**src/sv/efhp_pkg.sv**
```systemverilog
// Types, codes and constants shared by the header parser modules.
// No dependencies.
package efhp_pkg;

	// Fixed part of the header: magic, version, kdf, chunk size, salt length
	localparam int MAGIC_LEN = 6;
	localparam int FIXED_LEN = 6 + 2 + 1 + 4 + 2;

	// Event queue between parser front and output back
	localparam int QDEPTH = 4;
	localparam int QPTR_W = $clog2(QDEPTH);
	localparam int QCNT_W = $clog2(QDEPTH + 1);

	// Configuration register indexes
	localparam int CFG_IDX_W = 3;
	localparam logic [CFG_IDX_W-1:0] CFG_MAGIC     = 3'd0;
	localparam logic [CFG_IDX_W-1:0] CFG_VERSION   = 3'd1;
	localparam logic [CFG_IDX_W-1:0] CFG_MAX_CHUNK = 3'd2;
	localparam logic [CFG_IDX_W-1:0] CFG_MAX_SALT  = 3'd3;
	localparam logic [CFG_IDX_W-1:0] CFG_MAX_NONCE = 3'd4;
	localparam logic [CFG_IDX_W-1:0] CFG_MAX_NAME  = 3'd5;
	localparam int CFG_DATA_W = 48;

	// Register reset values
	localparam logic [47:0] RST_MAGIC     = 48'd0;
	localparam logic [15:0] RST_VERSION   = 16'd1;
	localparam logic [31:0] RST_MAX_CHUNK = 32'(64 * 1024 * 1024);
	localparam logic [15:0] RST_MAX_SALT  = 16'd1024;
	localparam logic [15:0] RST_MAX_NONCE = 16'd64;
	localparam logic [15:0] RST_MAX_NAME  = 16'd4096;

	typedef enum logic [2:0] {
		PH_FIXED,
		PH_SALT,
		PH_NLEN,
		PH_NONCE,
		PH_MLEN,
		PH_NAME
	} phase_t;

	typedef enum logic [1:0] {
		KIND_SALT,
		KIND_NONCE,
		KIND_NAME,
		KIND_STATUS
	} kind_t;

	typedef enum logic [3:0] {
		ST_OK,
		ST_SMALL,
		ST_MAGIC,
		ST_VERSION,
		ST_CHUNK,
		ST_SALT_LARGE,
		ST_SALT_TRUNC,
		ST_NONCE_LARGE,
		ST_NONCE_TRUNC,
		ST_NAME_LARGE,
		ST_NAME_TRUNC
	} status_t;

	typedef struct packed {
		logic [47:0] magic_value;
		logic [15:0] expected_version;
		logic [31:0] max_chunk;
		logic [15:0] max_salt;
		logic [15:0] max_nonce;
		logic [15:0] max_name;
	} cfg_t;

	typedef struct packed {
		logic [7:0] byte_value;
		logic       is_last;
	} in_item_t;

	typedef struct packed {
		logic [1:0]  kind;
		logic [7:0]  data_byte;
		logic [3:0]  status;
		logic [15:0] version;
		logic [7:0]  kdf_id;
		logic [31:0] chunk_size;
		logic [15:0] salt_length;
		logic [15:0] nonce_length;
		logic [15:0] name_length;
	} out_item_t;

	// One parsed byte: an optional payload request and an optional status request
	typedef struct packed {
		logic        has_pay;
		logic        has_stat;
		kind_t       pay_kind;
		logic [7:0]  pay_byte;
		status_t     code;
		logic [15:0] version;
		logic [7:0]  kdf;
		logic [31:0] chunk;
		logic [15:0] salt_len;
		logic [15:0] nonce_len;
		logic [15:0] name_len;
	} ev_t;

	typedef struct packed {
		logic empty;
		logic full;
	} q_stat_t;

endpackage

```
**src/sv/encrypted_file_header_parser.sv**
```systemverilog
// Top level of the encrypted file header parser: config registers, front, queue, back.
// Depends on efhp_pkg, efhp_front, efhp_queue and efhp_back.
//
//  channel | direction | handshake             | payload
//  --------+-----------+-----------------------+-------------------------------
//  in      | sink      | in_valid / in_ready   | in_item (byte_value, is_last)
//  out     | source    | out_valid / out_ready | out_item (kind .. name_length)
//  cfg     | sink      | cfg_valid / cfg_ready | cfg_index, cfg_data
//
// One header byte is taken per cycle while the queue has room; it is parsed in the
// cycle it is accepted. Results leave the back register at one per cycle while
// out_ready is high; a byte that yields a payload and a status holds it until both go.
// A four-entry event queue lets the front keep taking bytes while out_ready is low;
// in_ready drops only when that queue is full.
// Reset is asynchronous and clears parser and queue state at once; no clearing pass.
// cfg_ready is always high; registers take effect on the next byte.
module encrypted_file_header_parser (
	input  logic                                 clk,
	input  logic                                 arst_n,
	input  logic                                 in_valid,
	output logic                                 in_ready,
	input  efhp_pkg::in_item_t                   in_item,
	output logic                                 out_valid,
	input  logic                                 out_ready,
	output efhp_pkg::out_item_t                  out_item,
	input  logic                                 cfg_valid,
	output logic                                 cfg_ready,
	input  logic [efhp_pkg::CFG_IDX_W-1:0]       cfg_index,
	input  logic [efhp_pkg::CFG_DATA_W-1:0]      cfg_data
);

	efhp_pkg::cfg_t    cfg_q;
	efhp_pkg::ev_t     ev;
	efhp_pkg::ev_t     head;
	efhp_pkg::q_stat_t qst;
	logic              ev_push;
	logic              pop;
	logic              in_fire;

	// Config registers, masked to width on write; unknown indexes are dropped.
	assign cfg_ready = 1'b1;

	always_ff @(posedge clk or negedge arst_n) begin
		if (!arst_n) begin
			cfg_q.magic_value      <= efhp_pkg::RST_MAGIC;
			cfg_q.expected_version <= efhp_pkg::RST_VERSION;
			cfg_q.max_chunk        <= efhp_pkg::RST_MAX_CHUNK;
			cfg_q.max_salt         <= efhp_pkg::RST_MAX_SALT;
			cfg_q.max_nonce        <= efhp_pkg::RST_MAX_NONCE;
			cfg_q.max_name         <= efhp_pkg::RST_MAX_NAME;
		end else if (cfg_valid && cfg_ready) begin
			case (cfg_index)
				efhp_pkg::CFG_MAGIC:     cfg_q.magic_value      <= cfg_data;
				efhp_pkg::CFG_VERSION:   cfg_q.expected_version <= cfg_data[15:0];
				efhp_pkg::CFG_MAX_CHUNK: cfg_q.max_chunk        <= cfg_data[31:0];
				efhp_pkg::CFG_MAX_SALT:  cfg_q.max_salt         <= cfg_data[15:0];
				efhp_pkg::CFG_MAX_NONCE: cfg_q.max_nonce        <= cfg_data[15:0];
				efhp_pkg::CFG_MAX_NAME:  cfg_q.max_name         <= cfg_data[15:0];
				default: ;
			endcase
		end
	end

	// Front takes a byte whenever the queue has room for its event.
	assign in_ready = !qst.full;
	assign in_fire  = in_valid && in_ready;

	efhp_front u_front (
		.clk     (clk),
		.arst_n  (arst_n),
		.in_fire (in_fire),
		.in_item (in_item),
		.cfg     (cfg_q),
		.ev      (ev),
		.ev_push (ev_push)
	);

	efhp_queue u_queue (
		.clk       (clk),
		.arst_n    (arst_n),
		.push      (ev_push),
		.push_data (ev),
		.pop       (pop),
		.head      (head),
		.qst       (qst)
	);

	efhp_back u_back (
		.clk       (clk),
		.arst_n    (arst_n),
		.head      (head),
		.q_empty   (qst.empty),
		.pop       (pop),
		.out_valid (out_valid),
		.out_ready (out_ready),
		.out_item  (out_item)
	);

	// Payload requests never carry status or decoded header fields.
	a_payload_clean: assert property (@(posedge clk) disable iff (!arst_n)
		out_valid && out_item.kind != efhp_pkg::KIND_STATUS |->
			out_item.status == efhp_pkg::ST_OK && out_item.chunk_size == '0 &&
			out_item.version == '0)
		else $error("payload request carries status fields");

	// Every queued event carries at least one request.
	a_event_nonempty: assert property (@(posedge clk) disable iff (!arst_n)
		ev_push |-> ev.has_pay || ev.has_stat)
		else $error("empty event pushed");

	// With events queued, the output register holds a valid request in the next cycle.
	a_back_loads: assert property (@(posedge clk) disable iff (!arst_n)
		!qst.empty |=> out_valid)
		else $error("back idle with events queued");

	// No push into a full queue.
	a_no_overflow: assert property (@(posedge clk) disable iff (!arst_n)
		qst.full |-> !ev_push)
		else $error("event queue overflow");

endmodule

```
**src/sv/efhp_front.sv**
```systemverilog
// Parser front: walks the header byte by byte and emits at most one event per byte.
// Depends on efhp_pkg.
module efhp_front (
	input  logic              clk,
	input  logic              arst_n,
	input  logic              in_fire,
	input  efhp_pkg::in_item_t in_item,
	input  efhp_pkg::cfg_t    cfg,
	output efhp_pkg::ev_t     ev,
	output logic              ev_push
);

	efhp_pkg::phase_t  phase_q, phase_d;
	efhp_pkg::status_t perr_q, perr_d;
	logic [3:0]  pos_q, pos_d;
	logic [15:0] fc_q, fc_d;
	logic [15:0] ver_q, ver_d;
	logic [7:0]  kdf_q, kdf_d;
	logic [31:0] chunk_q, chunk_d;
	logic [15:0] slen_q, slen_d;
	logic [15:0] nlen_q, nlen_d;
	logic [15:0] mlen_q, mlen_d;
	logic        done_q, done_d;

	always_comb begin
		logic [7:0]  b;
		logic [7:0]  want;
		logic [15:0] len;
		logic [15:0] fc_dec;
		logic        stat;
		efhp_pkg::status_t err;
		efhp_pkg::status_t sc;

		b       = in_item.byte_value;
		want    = 8'(cfg.magic_value >> {pos_q[2:0], 3'b000});
		len     = {b, fc_q[7:0]};
		fc_dec  = fc_q - 16'd1;
		stat    = 1'b0;
		err     = efhp_pkg::ST_OK;
		sc      = efhp_pkg::ST_OK;

		phase_d = phase_q;
		perr_d  = perr_q;
		pos_d   = pos_q;
		fc_d    = fc_q;
		ver_d   = ver_q;
		kdf_d   = kdf_q;
		chunk_d = chunk_q;
		slen_d  = slen_q;
		nlen_d  = nlen_q;
		mlen_d  = mlen_q;
		done_d  = done_q;
		ev      = '0;

		if (!done_q) begin
			case (phase_q)
				efhp_pkg::PH_FIXED: begin
					case (pos_q)
						4'd0, 4'd1, 4'd2, 4'd3, 4'd4, 4'd5: begin
							if (b != want && perr_q == efhp_pkg::ST_OK)
								perr_d = efhp_pkg::ST_MAGIC;
						end
						4'd6:  ver_d[7:0]     = b;
						4'd7:  ver_d[15:8]    = b;
						4'd8:  kdf_d          = b;
						4'd9:  chunk_d[7:0]   = b;
						4'd10: chunk_d[15:8]  = b;
						4'd11: chunk_d[23:16] = b;
						4'd12: chunk_d[31:24] = b;
						4'd13: slen_d[7:0]    = b;
						default: slen_d[15:8] = b;
					endcase
					if (pos_q >= 4'(efhp_pkg::FIXED_LEN - 1)) begin
						// all early checks resolve on the last fixed byte, in priority order
						err = perr_d;
						if (err == efhp_pkg::ST_OK && ver_d != cfg.expected_version)
							err = efhp_pkg::ST_VERSION;
						if (err == efhp_pkg::ST_OK && (chunk_d == '0 || chunk_d > cfg.max_chunk))
							err = efhp_pkg::ST_CHUNK;
						if (err == efhp_pkg::ST_OK && slen_d > cfg.max_salt)
							err = efhp_pkg::ST_SALT_LARGE;
						pos_d = '0;
						if (err != efhp_pkg::ST_OK) begin
							stat   = 1'b1;
							sc     = err;
							done_d = 1'b1;
						end else if (slen_d != '0) begin
							phase_d = efhp_pkg::PH_SALT;
							fc_d    = slen_d;
						end else begin
							phase_d = efhp_pkg::PH_NLEN;
						end
					end else begin
						pos_d = pos_q + 4'd1;
					end
				end
				efhp_pkg::PH_SALT, efhp_pkg::PH_NONCE, efhp_pkg::PH_NAME: begin
					ev.has_pay  = 1'b1;
					ev.pay_byte = b;
					case (phase_q)
						efhp_pkg::PH_SALT:  ev.pay_kind = efhp_pkg::KIND_SALT;
						efhp_pkg::PH_NONCE: ev.pay_kind = efhp_pkg::KIND_NONCE;
						default:            ev.pay_kind = efhp_pkg::KIND_NAME;
					endcase
					fc_d = fc_dec;
					if (fc_dec == '0) begin
						pos_d = '0;
						case (phase_q)
							efhp_pkg::PH_SALT:  phase_d = efhp_pkg::PH_NLEN;
							efhp_pkg::PH_NONCE: phase_d = efhp_pkg::PH_MLEN;
							default: begin
								stat   = 1'b1;
								sc     = efhp_pkg::ST_OK;
								done_d = 1'b1;
							end
						endcase
					end
				end
				efhp_pkg::PH_NLEN, efhp_pkg::PH_MLEN: begin
					if (pos_q == '0) begin
						fc_d  = {8'd0, b};
						pos_d = 4'd1;
					end else begin
						pos_d = '0;
						if (phase_q == efhp_pkg::PH_NLEN) begin
							nlen_d = len;
							if (len > cfg.max_nonce) begin
								stat   = 1'b1;
								sc     = efhp_pkg::ST_NONCE_LARGE;
								done_d = 1'b1;
							end else if (len != '0) begin
								fc_d    = len;
								phase_d = efhp_pkg::PH_NONCE;
							end else begin
								fc_d    = '0;
								phase_d = efhp_pkg::PH_MLEN;
							end
						end else begin
							mlen_d = len;
							if (len > cfg.max_name) begin
								stat   = 1'b1;
								sc     = efhp_pkg::ST_NAME_LARGE;
								done_d = 1'b1;
							end else if (len != '0) begin
								fc_d    = len;
								phase_d = efhp_pkg::PH_NAME;
							end else begin
								fc_d   = '0;
								stat   = 1'b1;
								sc     = efhp_pkg::ST_OK;
								done_d = 1'b1;
							end
						end
					end
				end
				default: ;
			endcase
		end

		// end of buffer before the header finished: report by phase
		if (in_item.is_last && !done_d) begin
			stat = 1'b1;
			case (phase_d)
				efhp_pkg::PH_FIXED: sc = efhp_pkg::ST_SMALL;
				efhp_pkg::PH_SALT:  sc = efhp_pkg::ST_SALT_TRUNC;
				efhp_pkg::PH_NONCE: sc = efhp_pkg::ST_NONCE_TRUNC;
				efhp_pkg::PH_NAME:  sc = efhp_pkg::ST_NAME_TRUNC;
				default:            sc = efhp_pkg::ST_OK;
			endcase
		end

		ev.has_stat  = stat;
		ev.code      = sc;
		ev.version   = ver_d;
		ev.kdf       = kdf_d;
		ev.chunk     = chunk_d;
		ev.salt_len  = slen_d;
		ev.nonce_len = nlen_d;
		ev.name_len  = mlen_d;

		if (in_item.is_last) begin
			phase_d = efhp_pkg::PH_FIXED;
			perr_d  = efhp_pkg::ST_OK;
			pos_d   = '0;
			fc_d    = '0;
			ver_d   = '0;
			kdf_d   = '0;
			chunk_d = '0;
			slen_d  = '0;
			nlen_d  = '0;
			mlen_d  = '0;
			done_d  = 1'b0;
		end
	end

	assign ev_push = in_fire && (ev.has_pay || ev.has_stat);

	always_ff @(posedge clk or negedge arst_n) begin
		if (!arst_n) begin
			phase_q <= efhp_pkg::PH_FIXED;
			perr_q  <= efhp_pkg::ST_OK;
			pos_q   <= '0;
			fc_q    <= '0;
			ver_q   <= '0;
			kdf_q   <= '0;
			chunk_q <= '0;
			slen_q  <= '0;
			nlen_q  <= '0;
			mlen_q  <= '0;
			done_q  <= 1'b0;
		end else if (in_fire) begin
			phase_q <= phase_d;
			perr_q  <= perr_d;
			pos_q   <= pos_d;
			fc_q    <= fc_d;
			ver_q   <= ver_d;
			kdf_q   <= kdf_d;
			chunk_q <= chunk_d;
			slen_q  <= slen_d;
			nlen_q  <= nlen_d;
			mlen_q  <= mlen_d;
			done_q  <= done_d;
		end
	end

endmodule

```
**src/sv/efhp_queue.sv**
```systemverilog
// Small event FIFO between the parser front and the output back.
// Depends on efhp_pkg.
module efhp_queue (
	input  logic              clk,
	input  logic              arst_n,
	input  logic              push,
	input  efhp_pkg::ev_t     push_data,
	input  logic              pop,
	output efhp_pkg::ev_t     head,
	output efhp_pkg::q_stat_t qst
);

	efhp_pkg::ev_t mem_q [efhp_pkg::QDEPTH];
	logic [efhp_pkg::QPTR_W-1:0] wr_ptr_q;
	logic [efhp_pkg::QPTR_W-1:0] rd_ptr_q;
	logic [efhp_pkg::QCNT_W-1:0] cnt_q;

	always_ff @(posedge clk) begin
		if (push)
			mem_q[wr_ptr_q] <= push_data;
	end

	always_ff @(posedge clk or negedge arst_n) begin
		if (!arst_n) begin
			wr_ptr_q <= '0;
			rd_ptr_q <= '0;
			cnt_q    <= '0;
		end else begin
			if (push)
				wr_ptr_q <= wr_ptr_q + 1'b1;
			if (pop)
				rd_ptr_q <= rd_ptr_q + 1'b1;
			cnt_q <= cnt_q + efhp_pkg::QCNT_W'(push) - efhp_pkg::QCNT_W'(pop);
		end
	end

	assign head      = mem_q[rd_ptr_q];
	assign qst.empty = (cnt_q == '0);
	assign qst.full  = (cnt_q == efhp_pkg::QCNT_W'(efhp_pkg::QDEPTH));

endmodule

```
**src/sv/efhp_back.sv**
```systemverilog
// Output back: expands each event into one or two result requests.
// Depends on efhp_pkg.
module efhp_back (
	input  logic                clk,
	input  logic                arst_n,
	input  efhp_pkg::ev_t       head,
	input  logic                q_empty,
	output logic                pop,
	output logic                out_valid,
	input  logic                out_ready,
	output efhp_pkg::out_item_t out_item
);

	efhp_pkg::ev_t cur_q;
	logic          cur_vld_q;
	logic          pay_pend_q;
	logic          done;
	logic          load;

	// event finishes when its last request is taken
	assign done = cur_vld_q && out_ready && !(pay_pend_q && cur_q.has_stat);
	assign load = !cur_vld_q || done;
	assign pop  = load && !q_empty;

	always_ff @(posedge clk or negedge arst_n) begin
		if (!arst_n) begin
			cur_vld_q  <= 1'b0;
			pay_pend_q <= 1'b0;
		end else if (load) begin
			cur_vld_q  <= !q_empty;
			pay_pend_q <= !q_empty && head.has_pay;
		end else if (out_ready) begin
			pay_pend_q <= 1'b0;
		end
	end

	always_ff @(posedge clk) begin
		if (pop)
			cur_q <= head;
	end

	assign out_valid = cur_vld_q;

	always_comb begin
		out_item = '0;
		if (pay_pend_q) begin
			out_item.kind      = cur_q.pay_kind;
			out_item.data_byte = cur_q.pay_byte;
		end else begin
			out_item.kind         = efhp_pkg::KIND_STATUS;
			out_item.status       = cur_q.code;
			out_item.version      = cur_q.version;
			out_item.kdf_id       = cur_q.kdf;
			out_item.chunk_size   = cur_q.chunk;
			out_item.salt_length  = cur_q.salt_len;
			out_item.nonce_length = cur_q.nonce_len;
			out_item.name_length  = cur_q.name_len;
		end
	end

endmodule
```
**config.mk**
```make
export PLATFORM = sky130hd
export DESIGN_NAME = encrypted_file_header_parser
export DESIGN_NICKNAME = d
export VERILOG_FILES = /design/src/sv/efhp_pkg.sv /design/src/sv/encrypted_file_header_parser.sv /design/src/sv/efhp_front.sv /design/src/sv/efhp_queue.sv /design/src/sv/efhp_back.sv
export SDC_FILE = /design/constraint.sdc
export NUM_CORES = 1
export LEC_CHECK = 0
export ABC_AREA = 0
export BUFFER_PORTS_ARGS = -buffer_cell sky130_fd_sc_hd__buf_2
export CORE_ASPECT_RATIO = 1.1
export CORE_MARGIN = 2
export CORE_UTILIZATION = 52
export CTS_CLUSTER_DIAMETER = 50
export DETAILED_ROUTE_END_ITERATION = 7
export GPL_TIMING_DRIVEN = 0
export PLACE_DENSITY = 0.69
export SETUP_SLACK_MARGIN = 0.4
export SYNTH_ARGS = -nofsm -noshare
export SYNTH_HDL_FRONTEND = slang
export SYNTH_SLANG_ARGS = --single-unit
```
**constraint.sdc**
```tcl
create_clock -name clk -period 14.7 [get_ports clk]
set_clock_uncertainty 0.15 [all_clocks]
set_input_delay 0.735 -clock clk [delete_from_list [all_inputs] [get_ports clk]]
set_output_delay 0.735 -clock clk [all_outputs]
set_load 0.01 [all_outputs]
```
==> reports/qor.yml, run 1 <==
timing:
  relSlewSlack: -0.04995
  clock.fmax_mhz: 133.3
  rsz0062_at_grt: "false"
  hold_viol_final: 0
  finalSetupViolCount: 0
  finalCriticalPeriod_ns: 7.500
  tightest_slew_ns: 1.575
  slew_viol_final: 12
  post-route-period-util: 0.5102
clocking:
  numCtsBuffers: 97
  cts_max_level: 3
  clk_latency_ns: 0.67
  path_clk_slew_ns: 0.06
  post-cts-setup-buffers: 0
  cts_sinks: 884
  root_buffer: "clkbuf_16"
  clk_path_buf_depth: 3
  cts_tree: "done"
floorplan:
  start_util: 0.5236
  die_h_um: 291.0
  die_width_um: 264.9
  ios: 186
  core_area_mm2: 0.07436
  die_area_mm2: 0.07709
  rows: 105
route:
  vias: 24630
  wl_met1_um: 44110
  drtIter0Drc: 2205
  ant_nets: 0
  detail_route.wl_per_cell_um: 25.34
  wl_met3_um: 6959
  top_layer_used: "met4"
  vias_per_cell: 6.058
  dr_wl_met2_um: 48520
  drt-pass1-iter-count: 6
  wirelength_um: 103000
  drc: 0
yosys:
  syn_inst: 2706
  synthArstFlopShare: 0.3224
  synth.distinct_cells: 91
  synth_nets: 2864
  seq_area_frac_synth: 0.6453
  ys.flop_type: "edfxtp_1"
  ys_warn_count: 0
  synth-edff-count: 599
  synth.cell_area_mm2: 0.03894
  ys_ff_latch: 884
  synth_area_per_cell_um2: 14.39
finish:
  areaGrowthSynthToFinish_pct: 15.84
  stdcell_count: 4065
  stdcell_area_mm2: 0.04510
  drive_gt1_frac: 0.2238
  fin_nets: 3176
  layout_common_cells: "edfxtp_1 (599), dfrtp_1 (280), nand2_1 (205), buf_2 (190), inv_1 (177)"
  fillers: 5643
  final_common_cell: "edfxtp_1"
power:
  leakagePower_uw: 0.01810
  p_switching_uw: 2370
  power.density_mw_per_mm2: 175.2
  seqPwrFrac: 0.423
  irDropWorstVdd_mv: 0.09926
  swShare: 0.2999
  p_comb_frac: 0.262
  p_int_uw: 5532
  pwr-share-clk: 0.316
critical_path:
  endpoint_kind: "register"
  worst-path-buf-inv: 7
  r2r_start: "u_front.pos_q[1]$_DFFE_PN0P_"
  critPathTopFamily: "simple AND/OR/NAND/NOR gates"
  cp.arrival_ns: 7.70
  cp_common_cell: "buf_12"
  path_cells: "clkbuf_1, inv_1, ha_1, nand3_1, buf_1, mux2i_1, inv_1, ha_1, nand4_1, or2_2, or4_1, a21oi_1, a211oi_1, and2b_1, a21oi_1, o211ai_2, nor2_4, buf_12, buf_12, buf_12"
  critical_path_required_ns: 14.90
  cp_max_fo: 27
  crit_type: "reg2reg"
  cpMaxStageDelayCell: "nor2_4"
  cp-startpoint: "u_front.pos_q[1]$_DFFE_PN0P_"
  max_stage_delay_ns: 0.79
  cp-start-kind: "register"
grt:
  grt_pass1_wl_um: 154900
  grt_usage: 0.2686
  overflow: 0
  grt_start_max_net_pins: 117
  antenna_found_initial: 3
  grt_pass1_vias: 24970
placement:
  gp_congestion: 0.9119
  place_area_mm2: 0.04175
  dpl.hpwl_um: 72170
  dpl.cell_count: 3881
  numPortBuffers: 183
outcome:
  violations: "max-capacitance violations, max-slew violations"
  outcome: "finished, violations left"
worst_hold_path:
  min-delay-start: "cfg_data[23]"
  hold_class: "in2reg"
flow_run:
  maxCapViolations: 1
cell usage after synthesis (10+ instances only):
| library cell | count | area share |
|---|---|---|
| mux2_2 | 149 | 0.043 |
| nor3_1 | 34 | 0.0044 |
| o211ai_1 | 13 | 0.0025 |
| nand3_1 | 21 | 0.0027 |
| a21oi_1 | 59 | 0.0076 |
| buf_1 | 23 | 0.0022 |
| nand2_1 | 205 | 0.020 |
| ha_1 | 92 | 0.030 |
| a22o_1 | 97 | 0.022 |
| a211oi_1 | 12 | 0.0023 |
| mux2i_1 | 64 | 0.016 |
| clkbuf_1 | 113 | 0.011 |
| and3_1 | 13 | 0.0021 |
| nor4_1 | 26 | 0.0042 |
| nand4_1 | 30 | 0.0048 |
| edfxtp_1 | 599 | 0.46 |
| o22ai_1 | 20 | 0.0032 |
| nand2b_1 | 11 | 0.0018 |
| nor2_1 | 69 | 0.0067 |
| nor2b_1 | 113 | 0.018 |
| dfrtp_1 | 280 | 0.18 |
| xnor2_1 | 11 | 0.0025 |
| mux4_2 | 120 | 0.069 |
| or3_1 | 10 | 0.0016 |
| and2_1 | 12 | 0.0019 |
| o21ai_0 | 161 | 0.021 |
| inv_1 | 177 | 0.017 |
sequential cells by signal, summed over array words and instances, names as in the netlist, 8 cells and up:
register,count
u_queue.mem_q,480
u_front.kdf_q,8
u_front.ver_q,16
u_front.nlen_q,16
u_front.chunk_q,32
cfg_q,144
u_front.fc_q,16
u_front.mlen_q,16
u_back.cur_q,119
u_front.slen_q,16
path summary, 6_finish.rpt:
kind	end	slack [ns]	cells after the start
min reg2reg	u_front.kdf_q[5]$_DFFE_PN0P_	0.34	2
max reg2reg	u_queue.mem_q[1][65]$_DFFE_PP_	7.20	20
min	cfg_q[71]$_DFFE_PN0P_	0.15	3
min in group asynchronous	cfg_q[17]$_DFFE_PN0P_	0.48	2
max	u_queue.mem_q[1][65]$_DFFE_PP_	7.20	20
max in group asynchronous	u_queue.cnt_q[0]$_DFF_PN0_	12.86	3
timing repair:
item,CTS,global route
hold buffers,1,0
endpoints found under the setup margin,0,0
endpoints found under the hold margin,79,0
resized for setup,0,0
cell families after synthesis:
kind of cell / after synthesis / synth area share
xor+xnor: 16 / 0.003599
mux: 336 / 0.1300
fa+ha+maj: 93 / 0.03008
other cells: 1 / 0.00009631
simple gates: 585 / 0.07731
flops: 884 / 0.6453
compound gates: 462 / 0.08040
buf+inv: 329 / 0.03323
tightest hold or removal path, cell delays in order:
cell	delay, ns
buf_2	0.09
nand2_1	0.04
o21ai_0	0.06
power groups by stage:
stage	logic, uW	registers (uW)	clock network (uW)
3_3_place_gp	1940	3480	0
6_report	2070	3340	2490
2_1_floorplan	1320	3380	0
3_5_place_dp	2080	3390	0
4_1_cts	2090	3340	2530
5_1_grt	2240	3370	2640
metal layers:
metal	GRT usage	up-vias
met1	0.3789	12580
met4	0.1007	0
met5	0	-
met2	0.4224	1007
li1	-	10840
met3	0.04568	203
area by class of cell:
type                            instances  area [um2]  share of cell area
Antenna cell                            1       2.502          0.00005548
Buffer                                152       629.4             0.01395
Clock buffer                          126        2649             0.05873
Clock inverter                         56       693.2             0.01537
Inverter                              177       664.4             0.01473
Multi-Input combinational cell       1493       12560              0.2785
Sequential cell                       884       25130              0.5570
Tap cell                              963        1205             0.02671
Timing Repair Buffer                  213        1577             0.03495
metrics by stage:
step	util	setup slack [ns]	total power (uW)	setup TNS, ns	hold slack [ns]
after floorplan	-	4.996	4699	0	0.2894
after global placement	0.5522	-1.251	5424	-572.13	0.3084
after detailed placement	0.5615	6.674	5470	0	0.3234
after CTS	0.6065	7.297	7969	0	0.1186
after global routing	0.6065	6.807	8253	0	0.1453
final	0.6066	7.200	7902	0	0.1495
(Power assumes the default switching activity.)
==> run 2, diff against run 1 <==
- clock period: 14.7 -> 7.35 ns (I/O delays scaled with it)
==> run 2 against run 1 <==
Sequential share of layout area shrank 0.29 points. Flip-flop and latch count did not move. Combinational power is 100% higher. Core utilization is 0.32 points higher. Clock-buffer cell count grew 10. Critical endpoint is now u_queue.mem_q[1][4]$_DFFE_PP_. The run now ends clean. Global-route usage fell by 0.096 points.
==> reports/qor.yml, run 2 (same netlist as run 1, synthesis figures left out) <==
outcome:
  outcome: "finished, final reports clean"  # was finished, violations left
floorplan:
  ios: 186  # unchanged
  rows: 105  # unchanged
  start_util: 0.5236  # unchanged
  die_width_um: 264.9  # unchanged
  die_h_um: 291.0  # unchanged
  die_area_mm2: 0.07709  # unchanged
  core_area_mm2: 0.07436  # unchanged
worst_hold_path:
  hold_depth: 4  # was 3
  hold_class: "in2reg"  # unchanged
finish:
  drive_gt1_frac: 0.2182  # was 0.2238
  fin_nets: 3235  # was 3176
  regMostFlops: "u_queue.mem_q"  # unchanged
  layout_common_cells: "edfxtp_1 (599), dfrtp_1 (280), nand2_1 (205), buf_2 (190), inv_1 (177)"  # unchanged
  final_common_cell: "edfxtp_1"  # unchanged
  areaGrowthSynthToFinish_pct: 16.45  # was 15.84%
  num_antenna_cells: 0  # was 1
  largest_reg_flops: 480  # unchanged
  reg.largest.list: "u_queue.mem_q x480, cfg_q x144, u_back.cur_q x119"  # unchanged
critical_path:
  reg2reg_depth: 19  # was 20
  critical_path_required_ns: 7.50  # was 14.90 ns
  cp.arrival_ns: 6.69  # was 7.70 ns
  crit_type: "reg2reg"  # unchanged
  critPathTopFamily: "simple AND/OR/NAND/NOR gates"  # unchanged
  max_stage_delay_ns: 0.66  # was 0.79 ns
  regToRegSetupSlack_ns: 0.81  # was 7.20 ns
  cpMaxStageDelayCell: "nor2_2"  # was nor2_4
  cp_max_fo: 12  # was 27
  crit_cells: 19  # was 20
  rr_endpoint: "u_queue.mem_q[1][4]$_DFFE_PP_"  # was u_queue.mem_q[1][65]$_DFFE_PP_
  cp-startpoint: "u_front.pos_q[0]$_DFFE_PN0P_"  # was u_front.pos_q[1]$_DFFE_PN0P_
  r2r_start: "u_front.pos_q[0]$_DFFE_PN0P_"  # was u_front.pos_q[1]$_DFFE_PN0P_
  path_cells: "buf_6, buf_4, inv_1, ha_1, nand3_1, buf_1, mux2i_1, inv_1, ha_1, nand4_1, or2_2, or4_1, a21oi_1, a211oi_2, and2b_1, a21oi_1, o211ai_4, buf_4, nor2_2"  # was clkbuf_1, inv_1, ha_1, nand3_1, buf_1, mux2i_1, inv_1, ha_1, nand4_1, or2_2, or4_1, a21oi_1, a211oi_1, and2b_1, a21oi_1, o211ai_2, nor2_4, buf_12, buf_12, buf_12
  cp-start-kind: "register"  # unchanged
  worst-path-buf-inv: 6  # was 7
  endpoint_kind: "register"  # unchanged
  endpoint: "u_queue.mem_q[1][4]$_DFFE_PP_"  # was u_queue.mem_q[1][65]$_DFFE_PP_
timing:
  slew_viol_final: 0  # was 12
  finalSetupViolCount: 0  # unchanged
  clock.fmax_mhz: 152.9  # was 133.3 MHz
  post-route-period-util: 0.8896  # was 0.5102
  timing.setup.tns_ns: 0  # unchanged
  relSlewSlack: 0.01374  # was -0.04995
  tightest_slew_ns: 1.479  # was 1.575 ns
  finalCriticalPeriod_ns: 6.538  # was 7.500 ns
  rsz0062_at_grt: "false"  # unchanged
  hold_viol_final: 0  # unchanged
  holdWs_ns: 0.07347  # was 0.1495 ns
power:
  power.density_mw_per_mm2: 342.4  # was 175.2 mW/mm2
  pwr-share-clk: 0.303  # was 0.316
  seqPwrFrac: 0.430  # was 0.423
  swShare: 0.3034  # was 0.2999
  p_int_uw: 10820  # was 5532 uW
  leakagePower_uw: 0.01817  # was 0.01810 uW
  p_comb_frac: 0.267  # was 0.262
  irDropWorstVdd_mv: 0.2112  # was 0.09926 mV
  p_switching_uw: 4710  # was 2370 uW
grt:
  grt_pass1_wl_um: 154400  # was 154900 um
  grt_usage: 0.2676  # was 0.2686
  grt_start_max_net_pins: 103  # was 117
  antenna_found_initial: 2  # was 3
  grt_pass1_vias: 25110  # was 24970
  overflow: 0  # unchanged
clocking:
  cts_max_level: 3  # unchanged
  clk_path_buf_depth: 3  # unchanged
  cts_tree: "done"  # unchanged
  path_clk_slew_ns: 0.06  # about the same
  clk_latency_ns: 0.67  # about the same
  root_buffer: "clkbuf_16"  # unchanged
  numCtsBuffers: 96  # was 97
  cts_sinks: 884  # unchanged
placement:
  gp_congestion: 0.8996  # was 0.9119
  numPortBuffers: 183  # unchanged
  dpl.hpwl_um: 71220  # was 72170 um
route:
  vias: 24720  # was 24630
  wirelength_um: 103300  # was 103000 um
  drt-pass1-iter-count: 5  # was 6
  drtIter0Drc: 2334  # was 2205
  ant_nets: 0  # unchanged
  detail_route.wl_per_cell_um: 25.07  # was 25.34 um
  drc: 0  # unchanged
  vias_per_cell: 5.998  # was 6.058
flow_run:
  maxCapViolations: 0  # was 1
## run 2: worst min-delay path by stage
stage / startpoint / to / slack [ns]
2_1_floorplan: arst_n / cfg_q[0]$_DFFE_PN0P_ / -0.08
3_3_place_gp: u_front.kdf_q[4]$_DFFE_PN0P_ / u_front.kdf_q[4]$_DFFE_PN0P_ / 0.31
3_5_place_dp: arst_n / u_front.nlen_q[6]$_DFFE_PN0P_ / 0.32
4_1_cts: cfg_index[2] / cfg_q[16]$_DFFE_PN0P_ / 0.04
5_1_grt: cfg_index[2] / cfg_q[16]$_DFFE_PN0P_ / 0.07
6_report: cfg_index[2] / cfg_q[16]$_DFFE_PN0P_ / 0.07
## run 2: layer usage
metal	part of all wire	vias up	track usage
li1	-	10950	-
met1	0.42	12520	0.3766
met2	0.47	1068	0.4225
met3	0.076	178	0.04670
met4	0.031	2	0.09660
met5	0.00011	-	0
## run 2: metrics by stage
stage                       util  instances  setup slack (ns)  power [uW]  instance area, um2
after floorplan                -       2706           -0.3588        9344               38950
after global placement    0.5523       3852            -4.342       10750               41070
after detailed placement  0.5597       3877          0.004345       10890               41620
after CTS                 0.6092       4116            0.4831       15630               45300
after global routing      0.6098       4121            0.4868       16210               45340
final                     0.6098       4121            0.8116       15530               45340
## run 2: cell type report
cell class	instances	area, um2
fillers	5623	29020
flip-flops and latches	884	25130
multi-input cells	1496	12590
clock buffers	136	2686
repair buffers	270	2024
well taps	963	1205
inverters	177	664.4
plain buffers	152	629.4
clock inverters	43	416.7
## run 2: power groups by stage
stage | Clock, uW | Sequential (uW) | Combinational [uW]
after floorplan | 0 | 6710 | 2640
after global placement | 0 | 6860 | 3890
after detailed placement | 0 | 6780 | 4110
after CTS | 4770 | 6680 | 4170
after global routing | 4980 | 6750 | 4480
final | 4700 | 6680 | 4140
## run 2: repair_timing
action,in CTS,in global routing
setup buffers,7,5
setup endpoints to repair,130,274
pin swaps,3,1
endpoints found under the hold margin,216,0
cloned,3,0
resized for setup,1,1
hold buffers,50,0
## run 2: worst min-delay path: stages
cell and delay [ns]:
buf_2 0.11, nand2_1 0.06, nor3_1 0.08, mux2_2 0.23
